===== src/h264sps_pkg.sv =====
package h264sps_pkg;

   // sps syntax elements, one-hot
   typedef enum logic [29:0] {
      STEP_HDR       = 30'(1) << 0,
      STEP_PROFILE   = 30'(1) << 1,
      STEP_CONSTR    = 30'(1) << 2,
      STEP_SPSID     = 30'(1) << 3,
      STEP_CHROMA    = 30'(1) << 4,
      STEP_SEPPLANE  = 30'(1) << 5,
      STEP_DEPTHL    = 30'(1) << 6,
      STEP_DEPTHC    = 30'(1) << 7,
      STEP_BYPASS    = 30'(1) << 8,
      STEP_MATRIX    = 30'(1) << 9,
      STEP_LISTFLAG  = 30'(1) << 10,
      STEP_DELTA     = 30'(1) << 11,
      STEP_FRAMENUM  = 30'(1) << 12,
      STEP_POCTYPE   = 30'(1) << 13,
      STEP_POCLSB    = 30'(1) << 14,
      STEP_ALWAYS0   = 30'(1) << 15,
      STEP_NONREF    = 30'(1) << 16,
      STEP_TOPBOT    = 30'(1) << 17,
      STEP_CYCLE     = 30'(1) << 18,
      STEP_REFOFF    = 30'(1) << 19,
      STEP_NUMREF    = 30'(1) << 20,
      STEP_GAPS      = 30'(1) << 21,
      STEP_WIDTH     = 30'(1) << 22,
      STEP_HEIGHT    = 30'(1) << 23,
      STEP_FRAMEONLY = 30'(1) << 24,
      STEP_MBAFF     = 30'(1) << 25,
      STEP_DIRECT    = 30'(1) << 26,
      STEP_CROPFLAG  = 30'(1) << 27,
      STEP_CROP      = 30'(1) << 28,
      STEP_DONE      = 30'(1) << 29
   } step_type;

   typedef enum logic [4:0] {
      SEQ_IDLE   = 5'b00001,
      SEQ_BITS   = 5'b00010,
      SEQ_SIZE_W = 5'b00100,
      SEQ_SIZE_H = 5'b01000,
      SEQ_PUSH   = 5'b10000
   } seq_type;

   localparam logic [5:0] RUN_MAX = 6'd63;
   localparam logic [7:0] SCALE_INIT = 8'd8;
   localparam logic [3:0] LISTS_444 = 4'd12;
   localparam logic [3:0] LISTS_STD = 4'd8;
   localparam logic [3:0] SMALL_LISTS = 4'd6;
   localparam logic [3:0] CROP_COUNT = 4'd4;

   // fixed field length of an element, zero for exp-golomb
   function automatic logic [5:0] step_bits(input step_type s);
      logic [5:0] n;
      case (s)
         STEP_HDR, STEP_PROFILE: n = 6'd8;
         STEP_CONSTR: n = 6'd16;
         STEP_SEPPLANE, STEP_BYPASS, STEP_MATRIX, STEP_LISTFLAG, STEP_ALWAYS0,
         STEP_GAPS, STEP_FRAMEONLY, STEP_MBAFF, STEP_DIRECT, STEP_CROPFLAG: n = 6'd1;
         default: n = 6'd0;
      endcase
      return n;
   endfunction

   function automatic logic high_profile(input logic [7:0] p);
      return p inside {8'd44, 8'd83, 8'd86, 8'd100, 8'd110, 8'd118, 8'd122,
                       8'd128, 8'd244};
   endfunction

endpackage


===== src/h264sps_span.sv =====
module h264sps_span #(
   parameter int VALUE_BITS = 32,
   parameter int SIZE_BITS = 16
) (
   input  logic [VALUE_BITS-1:0] units,
   input  logic                  mult2,
   input  logic [VALUE_BITS-1:0] off_a,
   input  logic [VALUE_BITS-1:0] off_b,
   output logic [SIZE_BITS-1:0]  size_value,
   output logic                  size_clamped
);
   localparam int AW = 48;
   localparam logic [63:0] CAP = 64'h100_0000_0000;
   localparam logic [AW-1:0] LIMIT = {{(AW-SIZE_BITS){1'b0}}, {SIZE_BITS{1'b1}}};

   function automatic logic [40:0] cap41(input logic [63:0] x);
      return (x > CAP) ? CAP[40:0] : x[40:0];
   endfunction

   logic [AW-1:0] pos;
   logic [AW-1:0] neg;
   logic [AW-1:0] diff;

   always_comb begin
      pos = (AW'(cap41(64'(units))) + AW'(1)) << (mult2 ? 5 : 4);
      neg = (AW'(cap41(64'(off_a))) + AW'(cap41(64'(off_b)))) << 1;
      diff = pos - neg;
      if (neg > pos) begin
         size_value = '0;
         size_clamped = 1'b1;
      end else if (diff > LIMIT) begin
         size_value = '1;
         size_clamped = 1'b1;
      end else begin
         size_value = diff[SIZE_BITS-1:0];
         size_clamped = 1'b0;
      end
   end
endmodule


===== src/h264_sps_frame_size_parser.sv =====
// Parses one H.264 SPS NAL unit, fed one byte per transaction (header byte first, no
// emulation-prevention removal, req_tlast on the final byte), and returns one result on
// the final byte: cropped width, height, a saturation flag and a flag for data that ended
// before the cropping fields. Each byte is walked one bit per cycle through the syntax
// sequencer, and the next byte is taken in the cycle its last bit is consumed. After the
// final byte, the shared size unit computes the width, then the height, and the result
// register is then loaded, which may stall while an earlier result has not been taken.
module h264_sps_frame_size_parser #(
   parameter int VALUE_BITS = 32,
   parameter int SIZE_BITS = 16
) (
   input  logic        clock,
   input  logic        reset,
   input  logic        req_tvalid,
   output logic        req_tready,
   input  logic [7:0]  req_tdata,   // data_byte
   input  logic        req_tlast,   // last_byte
   output logic        rsp_tvalid,
   input  logic        rsp_tready,
   // frame_width, frame_height, size_clamped, data_ran_out, zero fill
   output logic [((2*SIZE_BITS+2+7)/8)*8-1:0] rsp_tdata
);
   import h264sps_pkg::*;

   localparam int RSP_W = ((2*SIZE_BITS+2+7)/8)*8;
   localparam logic [VALUE_BITS-1:0] VALUE_TOP = {1'b1, {(VALUE_BITS-1){1'b0}}};

   // sequencer
   seq_type seq_ff, seq_in;
   logic [2:0] bitcnt_ff, bitcnt_in;
   logic [7:0] shift_ff, shift_in;
   logic last_ff, last_in;
   logic [SIZE_BITS-1:0] wres_ff, wres_in, hres_ff, hres_in;
   logic clamp_ff, clamp_in;
   logic rsp_valid_ff, rsp_valid_in;
   logic [RSP_W-1:0] rsp_data_ff, rsp_data_in;

   // syntax walker
   step_type step_ff, step_in;
   logic [5:0] zrun_ff, zrun_in, left_ff, left_in;
   logic [VALUE_BITS-1:0] fval_ff, fval_in, loop_ff, loop_in;
   logic [7:0] profile_ff, profile_in, lscale_ff, lscale_in;
   logic c444_ff, c444_in, fonly_ff, fonly_in;
   logic [3:0] lidx_ff, lidx_in;
   logic [6:0] cidx_ff, cidx_in;
   logic [VALUE_BITS-1:0] wblk_ff, wblk_in, hunit_ff, hunit_in;
   logic [VALUE_BITS-1:0] crop_ff [4];
   logic [VALUE_BITS-1:0] crop_in [4];

   logic req_fire, bit_en, push_go;
   logic [VALUE_BITS-1:0] sp_units, sp_a, sp_b;
   logic sp_mult2, sp_clamp;
   logic [SIZE_BITS-1:0] sp_value;

   assign bit_en = (seq_ff == SEQ_BITS);
   assign push_go = (seq_ff == SEQ_PUSH) && !rsp_valid_ff;
   assign req_tready = (seq_ff == SEQ_IDLE) ||
                       (bit_en && bitcnt_ff == 3'd7 && !last_ff);
   assign req_fire = req_tvalid && req_tready;
   assign rsp_tvalid = rsp_valid_ff;
   assign rsp_tdata = rsp_data_ff;

   always_comb begin
      sp_units = wblk_ff;
      sp_mult2 = 1'b0;
      sp_a = crop_ff[0];
      sp_b = crop_ff[1];
      if (seq_ff == SEQ_SIZE_H) begin
         sp_units = hunit_ff;
         sp_mult2 = !fonly_ff;
         sp_a = crop_ff[2];
         sp_b = crop_ff[3];
      end
   end

   h264sps_span #(
      .VALUE_BITS(VALUE_BITS),
      .SIZE_BITS(SIZE_BITS)
   ) u_span (
      .units(sp_units),
      .mult2(sp_mult2),
      .off_a(sp_a),
      .off_b(sp_b),
      .size_value(sp_value),
      .size_clamped(sp_clamp)
   );

   always_comb begin
      seq_in = seq_ff;
      bitcnt_in = bitcnt_ff;
      shift_in = shift_ff;
      last_in = last_ff;
      wres_in = wres_ff;
      hres_in = hres_ff;
      clamp_in = clamp_ff;
      rsp_valid_in = rsp_valid_ff && !rsp_tready;
      rsp_data_in = rsp_data_ff;
      case (seq_ff)
         SEQ_IDLE: ;
         SEQ_BITS: begin
            shift_in = {shift_ff[6:0], 1'b0};
            bitcnt_in = bitcnt_ff + 3'd1;
            if (bitcnt_ff == 3'd7) seq_in = last_ff ? SEQ_SIZE_W : SEQ_IDLE;
         end
         SEQ_SIZE_W: begin
            wres_in = sp_value;
            clamp_in = sp_clamp;
            seq_in = SEQ_SIZE_H;
         end
         SEQ_SIZE_H: begin
            hres_in = sp_value;
            clamp_in = clamp_ff | sp_clamp;
            seq_in = SEQ_PUSH;
         end
         SEQ_PUSH: begin
            if (push_go) begin
               rsp_valid_in = 1'b1;
               rsp_data_in = RSP_W'({step_ff != STEP_DONE, clamp_ff, hres_ff, wres_ff});
               seq_in = SEQ_IDLE;
            end
         end
         default: seq_in = SEQ_IDLE;
      endcase
      if (req_fire) begin
         shift_in = req_tdata;
         last_in = req_tlast;
         bitcnt_in = 3'd0;
         seq_in = SEQ_BITS;
      end
   end

   always_comb begin
      step_type nxt;
      logic fin;
      logic b;
      logic [VALUE_BITS-1:0] v;
      logic [VALUE_BITS-1:0] lm1;
      logic [7:0] dl;
      logic [7:0] ns;
      logic [6:0] cinc;
      logic [3:0] linc;
      step_in = step_ff;
      zrun_in = zrun_ff;
      left_in = left_ff;
      fval_in = fval_ff;
      loop_in = loop_ff;
      profile_in = profile_ff;
      lscale_in = lscale_ff;
      c444_in = c444_ff;
      fonly_in = fonly_ff;
      lidx_in = lidx_ff;
      cidx_in = cidx_ff;
      wblk_in = wblk_ff;
      hunit_in = hunit_ff;
      crop_in = crop_ff;
      nxt = step_ff;
      fin = 1'b0;
      b = shift_ff[7];
      v = '0;
      lm1 = loop_ff - VALUE_BITS'(1);
      cinc = cidx_ff + 7'd1;
      linc = lidx_ff + 4'd1;
      if (bit_en && step_ff != STEP_DONE) begin
         if (step_bits(step_ff) != 6'd0) begin
            fval_in = {fval_ff[VALUE_BITS-2:0], b};
            left_in = left_ff - 6'd1;
            if (left_ff == 6'd1) begin
               fin = 1'b1;
               v = fval_in;
            end
         end else if (fval_ff == '0) begin
            if (!b) begin
               if (zrun_ff < RUN_MAX) zrun_in = zrun_ff + 6'd1;
            end else begin
               fval_in = VALUE_BITS'(1);
               left_in = zrun_ff;
               if (zrun_ff == 6'd0) fin = 1'b1;
            end
         end else begin
            // codeword saturates at all ones
            fval_in = (fval_ff >= VALUE_TOP) ? '1 : {fval_ff[VALUE_BITS-2:0], b};
            left_in = left_ff - 6'd1;
            if (left_ff == 6'd1) begin
               fin = 1'b1;
               v = fval_in - VALUE_BITS'(1);
            end
         end
      end
      dl = v[0] ? (v[8:1] + 8'd1) : (8'd0 - v[8:1]);
      ns = lscale_ff + dl;
      if (fin) begin
         case (step_ff)
            STEP_HDR: nxt = STEP_PROFILE;
            STEP_PROFILE: begin
               profile_in = v[7:0];
               nxt = STEP_CONSTR;
            end
            STEP_CONSTR: nxt = STEP_SPSID;
            STEP_SPSID: nxt = high_profile(profile_ff) ? STEP_CHROMA : STEP_FRAMENUM;
            STEP_CHROMA: begin
               c444_in = (v == VALUE_BITS'(3));
               nxt = c444_in ? STEP_SEPPLANE : STEP_DEPTHL;
            end
            STEP_SEPPLANE: nxt = STEP_DEPTHL;
            STEP_DEPTHL: nxt = STEP_DEPTHC;
            STEP_DEPTHC: nxt = STEP_BYPASS;
            STEP_BYPASS: nxt = STEP_MATRIX;
            STEP_MATRIX: begin
               lidx_in = 4'd0;
               nxt = v[0] ? STEP_LISTFLAG : STEP_FRAMENUM;
            end
            STEP_LISTFLAG: begin
               if (v[0]) begin
                  lscale_in = SCALE_INIT;
                  cidx_in = 7'd0;
                  nxt = STEP_DELTA;
               end else begin
                  lidx_in = linc;
                  nxt = (linc < (c444_ff ? LISTS_444 : LISTS_STD)) ?
                        STEP_LISTFLAG : STEP_FRAMENUM;
               end
            end
            STEP_DELTA: begin
               if (ns != 8'd0) lscale_in = ns;
               cidx_in = cinc;
               if (ns != 8'd0 && cinc < ((lidx_ff < SMALL_LISTS) ? 7'd16 : 7'd64)) begin
                  nxt = STEP_DELTA;
               end else begin
                  lidx_in = linc;
                  nxt = (linc < (c444_ff ? LISTS_444 : LISTS_STD)) ?
                        STEP_LISTFLAG : STEP_FRAMENUM;
               end
            end
            STEP_FRAMENUM: nxt = STEP_POCTYPE;
            STEP_POCTYPE: begin
               if (v == '0) nxt = STEP_POCLSB;
               else if (v == VALUE_BITS'(1)) nxt = STEP_ALWAYS0;
               else nxt = STEP_NUMREF;
            end
            STEP_POCLSB: nxt = STEP_NUMREF;
            STEP_ALWAYS0: nxt = STEP_NONREF;
            STEP_NONREF: nxt = STEP_TOPBOT;
            STEP_TOPBOT: nxt = STEP_CYCLE;
            STEP_CYCLE: begin
               loop_in = v;
               nxt = (v == '0) ? STEP_NUMREF : STEP_REFOFF;
            end
            STEP_REFOFF: begin
               loop_in = lm1;
               nxt = (lm1 == '0) ? STEP_NUMREF : STEP_REFOFF;
            end
            STEP_NUMREF: nxt = STEP_GAPS;
            STEP_GAPS: nxt = STEP_WIDTH;
            STEP_WIDTH: begin
               wblk_in = v;
               nxt = STEP_HEIGHT;
            end
            STEP_HEIGHT: begin
               hunit_in = v;
               nxt = STEP_FRAMEONLY;
            end
            STEP_FRAMEONLY: begin
               fonly_in = v[0];
               nxt = v[0] ? STEP_DIRECT : STEP_MBAFF;
            end
            STEP_MBAFF: nxt = STEP_DIRECT;
            STEP_DIRECT: nxt = STEP_CROPFLAG;
            STEP_CROPFLAG: begin
               lidx_in = 4'd0;
               nxt = v[0] ? STEP_CROP : STEP_DONE;
            end
            STEP_CROP: begin
               crop_in[lidx_ff[1:0]] = v;
               lidx_in = linc;
               nxt = (linc >= CROP_COUNT) ? STEP_DONE : STEP_CROP;
            end
            default: nxt = STEP_DONE;
         endcase
         step_in = nxt;
         zrun_in = '0;
         fval_in = '0;
         left_in = step_bits(nxt);
      end
   end

   always_ff @(posedge clock) begin
      if (reset) begin
         seq_ff <= SEQ_IDLE;
         rsp_valid_ff <= 1'b0;
      end else begin
         seq_ff <= seq_in;
         rsp_valid_ff <= rsp_valid_in;
      end
      bitcnt_ff <= bitcnt_in;
      shift_ff <= shift_in;
      last_ff <= last_in;
      wres_ff <= wres_in;
      hres_ff <= hres_in;
      clamp_ff <= clamp_in;
      rsp_data_ff <= rsp_data_in;
   end

   // walker returns to the header after each result
   always_ff @(posedge clock) begin
      if (reset || push_go) begin
         step_ff <= STEP_HDR;
         zrun_ff <= '0;
         left_ff <= step_bits(STEP_HDR);
         fval_ff <= '0;
         loop_ff <= '0;
         profile_ff <= '0;
         lscale_ff <= SCALE_INIT;
         c444_ff <= 1'b0;
         fonly_ff <= 1'b0;
         lidx_ff <= '0;
         cidx_ff <= '0;
         wblk_ff <= '0;
         hunit_ff <= '0;
         for (int i = 0; i < 4; i++) crop_ff[i] <= '0;
      end else begin
         step_ff <= step_in;
         zrun_ff <= zrun_in;
         left_ff <= left_in;
         fval_ff <= fval_in;
         loop_ff <= loop_in;
         profile_ff <= profile_in;
         lscale_ff <= lscale_in;
         c444_ff <= c444_in;
         fonly_ff <= fonly_in;
         lidx_ff <= lidx_in;
         cidx_ff <= cidx_in;
         wblk_ff <= wblk_in;
         hunit_ff <= hunit_in;
         crop_ff <= crop_in;
      end
   end

   a_rsp_from_push: assert property (@(posedge clock) disable iff (reset)
      $rose(rsp_valid_ff) |-> $past(seq_ff == SEQ_PUSH))
      else $error("result raised outside push");

   a_last_to_size: assert property (@(posedge clock) disable iff (reset)
      req_fire && req_tlast |-> ##9 (seq_ff == SEQ_SIZE_W))
      else $error("final byte did not reach size unit after eight bits");

   a_walker_cleared: assert property (@(posedge clock) disable iff (reset)
      push_go |=> (step_ff == STEP_HDR && fval_ff == '0))
      else $error("walker not cleared after result");

   a_no_bits_when_done: assert property (@(posedge clock) disable iff (reset)
      step_ff == STEP_DONE && !push_go |=> step_ff == STEP_DONE)
      else $error("walker left done state");
endmodule

===== config.mk =====
export PLATFORM = sky130hd
export DESIGN_NAME = h264_sps_frame_size_parser
export DESIGN_NICKNAME = d
export VERILOG_FILES = /design/src/h264sps_pkg.sv /design/src/h264sps_span.sv /design/src/h264_sps_frame_size_parser.sv
export SDC_FILE = /design/constraint.sdc
export NUM_CORES = 1
export LEC_CHECK = 0
export BUFFER_PORTS_ARGS = -buffer_cell sky130_fd_sc_hd__buf_2
export CORE_MARGIN = 2
export CORE_UTILIZATION = 61
export CTS_CLUSTER_DIAMETER = 80
export CTS_CLUSTER_SIZE = 8
export DETAILED_ROUTE_END_ITERATION = 8
export PLACE_DENSITY = 0.9
export REMOVE_ABC_BUFFERS = 1
export SLEW_MARGIN = 15
export SYNTH_ARGS = -nofsm -noshare
export SYNTH_HDL_FRONTEND = slang
export SYNTH_SLANG_ARGS = --single-unit
export TNS_END_PERCENT = 5

===== constraint.sdc =====
create_clock -name clock -period 9.8 [get_ports clock]
set_input_delay 2.94 -clock clock [delete_from_list [all_inputs] [get_ports clock]]
set_output_delay 2.94 -clock clock [all_outputs]
set_load 0.03 [all_outputs]

==> metrics.cfg <==
[outcome]
outcome = finished clean

[worst_setup_path]
r2r_start = seq_ff[0]
r2r_slack_ps = 710
worstSetupPathType = register to register
worst_r2r_endpoint = wres_ff[13]
reg2reg_depth = 32
endpoint_kind = register
required_ps = 10140
worstPathMaxFanout = 48
crit_path_top_delay_cell = or4b_4
cp.arrival_ps = 9430
crit_path_start_kind = register
slowest_delay_ps = 560
cp_common_cell = a21oi_1

[place]
hpwlAfterDp_um = 46700
globalplace.congestion = 0.960
dp_slack_ps = 531
io_buffers = 48

[clocking]
cts_root_buf = clkbuf_16
cts_resized = 0
clk_path_buf_depth = 3
cts_tree = yes
clock_sinks = 412
h-tree-depth = 2
clk_latency_ps = 640
numCtsBuffers = 58
clkSlewWorstSetupHoldPaths_ps = 50

[yosys]
synth-seq-cells = 412
yosysUniqueCellTypes = 88
synth_edf_count = 76
avgSynthCellArea_um2 = 7.43
netlist_instances = 3372
synth_area_um2 = 25000
yosysSeqAreaShare = 0.360
yosys_warnings = 0
synthFlopType = dfxtp_1
synthArstFlopShare = 0

[timing]
finalCriticalPeriod_ps = 9090
skew_ps = 39.3
setup_viol = 0
setup_tns_ps = 0
timing.final.max_slew_violations = 0
relSlewSlack = 0.179
worst_pin_slew_ps = 1230
finalCritPeriodShare = 0.927
worst_slack_ps = 711
fmax_ghz = 0.110
hold_viol_final = 0

[route]
vias = 24700
avgRoutedWirePerCell_um = 18.0
routed_wl_um = 69700
drt-initial-drc-count = 2588
viasPerCell = 6.39
drt_pass1_iterations = 6
drc = 0
ant_nets = 0

[power_and_ir_drop]
pwr_density_cell_nw_per_um2 = 140
leakagePower_nw = 10.4
ir_drop_uv = 138

[finish]
area_growth_pct = 8.58
num-nets-final = 3425
drive_gt1_frac = 0.0647
antenna_cells = 0

[die]
initial_core_util = 0.616
rows = 74
io_pins = 55
fp.coreArea_um2 = 40600
dieArea_um2 = 42700
chipHeight_um = 207
die_w_um = 207

[hold_path]
hold_depth = 0
worstHoldPathType = register to register
hold_end = rsp_tdata[26]
worstHoldStart = hres_ff[10]

[global_routing]
grt_pass1_wl_um = 113000
grt.total_usage = 0.322
grt_pass1_vias = 22900
grt_start_max_net_pins = 233
antenna_found_initial = 0
globalRouteOverflowTotal = 0

[run]
drv_cap = 0

## stage by stage
stage	power, mW	std cells	hold slack (ps)	cell area (µm²)	util
2_1_floorplan	1.93	3166	400	24200	-
3_3_place_gp	1.99	3790	402	25500	0.628
3_5_place_dp	1.99	3790	405	25500	0.628
4_1_cts	3.82	3869	417	27200	0.669
5_1_grt	3.92	3870	420	27200	0.669
6_report	3.81	3870	416	27200	0.669
## cells in the mapped netlist, types with 45 or more instances
library cell | count | share of area
nand2_1 | 761 | 0.11
o21ai_0 | 158 | 0.032
xnor2_1 | 77 | 0.027
a21oi_1 | 412 | 0.082
ha_1 | 91 | 0.045
xor2_1 | 64 | 0.022
inv_1 | 71 | 0.011
nand3_1 | 72 | 0.014
nor2_1 | 303 | 0.045
edfxtp_1 | 76 | 0.091
clkbuf_1 | 187 | 0.028
nor4_1 | 45 | 0.011
nor3_1 | 98 | 0.020
dfxtp_1 | 336 | 0.27
## critical path, delay by kind of cell (launching register included)
kind            cells  cell delay, ps
buf+inv             3            1140
compound gates     16            3320
flops               1             340
fa+ha+maj           2             590
xor+xnor            1             220
simple gates       10            3130
## where the power goes
group	leakage, nW	switching, mW	total [mW]	internal [mW]
clock network	0.782	0.753	1.85	1.09
registers	3.41	0.0139	1.75	1.74
logic	6.23	0.141	0.214	0.0726
## worst max-delay path by stage
stage,startpoint,to,slack [ps],cells past startpoint
finish,seq_ff[0],wres_ff[13],710,32
global route,seq_ff[0],wres_ff[9],-2,31
CTS,seq_ff[0],hres_ff[13],440,30
detailed placement,seq_ff[0],hres_ff[14],530,30
global placement,seq_ff[0],wres_ff[2],810,30
floorplan,seq_ff[0],hres_ff[1],-1180,27
## area by class of cell
type / instances / area (µm²)
Clock buffer: 74 / 1510
Tap cell: 532 / 666
Multi-Input combinational cell: 2683 / 15000
Fill cell: 3231 / 13500
Inverter: 71 / 268
Sequential cell: 412 / 9010
Clock inverter: 5 / 128
Timing Repair Buffer: 93 / 603
## layer usage
layer	routed length, µm	track usage	vias up
li1	-	-	11700
met5	0	0	-
met3	6670	0.0573	258
met4	3170	0.160	0
met1	27700	0.412	11400
met2	32100	0.524	1385
## registers in the layout, summed over array words and instances, names as in the netlist, 16 cells and up
| signal | cells |
|---|---|
| rsp_tdata | 34 |
| crop_ff | 128 |
| fval_ff | 32 |
| loop_ff | 32 |
| wblk_ff | 32 |
| hres_ff | 16 |
| hunit_ff | 32 |
| step_ff | 30 |
| wres_ff | 16 |
## placed cells by master (no fill, tap or decap), types with 58 or more instances in the layout
master and count:
nand2_1 760, nor3_1 98, xor2_1 64, o21ai_0 157
xnor2_1 77, inv_1 70, clkbuf_16 58, edfxtp_1 76
a21oi_1 412, nand3_1 71, dfxtp_1 336, ha_1 91
nor2_1 299
## logic make-up after synthesis
logic type      count (synthesis)  share of synthesized area
buf+inv                       282                     0.0439
simple gates                 1542                      0.278
xor+xnor                      141                     0.0493
fa+ha+maj                      93                     0.0471
mux                            42                     0.0174
other cells                     1                   0.000150
flops                         412                      0.360
compound gates                859                      0.205
## timing repair
item,in CTS,in global routing
setup buffers,0,1
endpoints found under the hold margin,0,0
setup endpoints to repair,0,32
hold buffers,0,0
(Power assumes the default switching activity.)
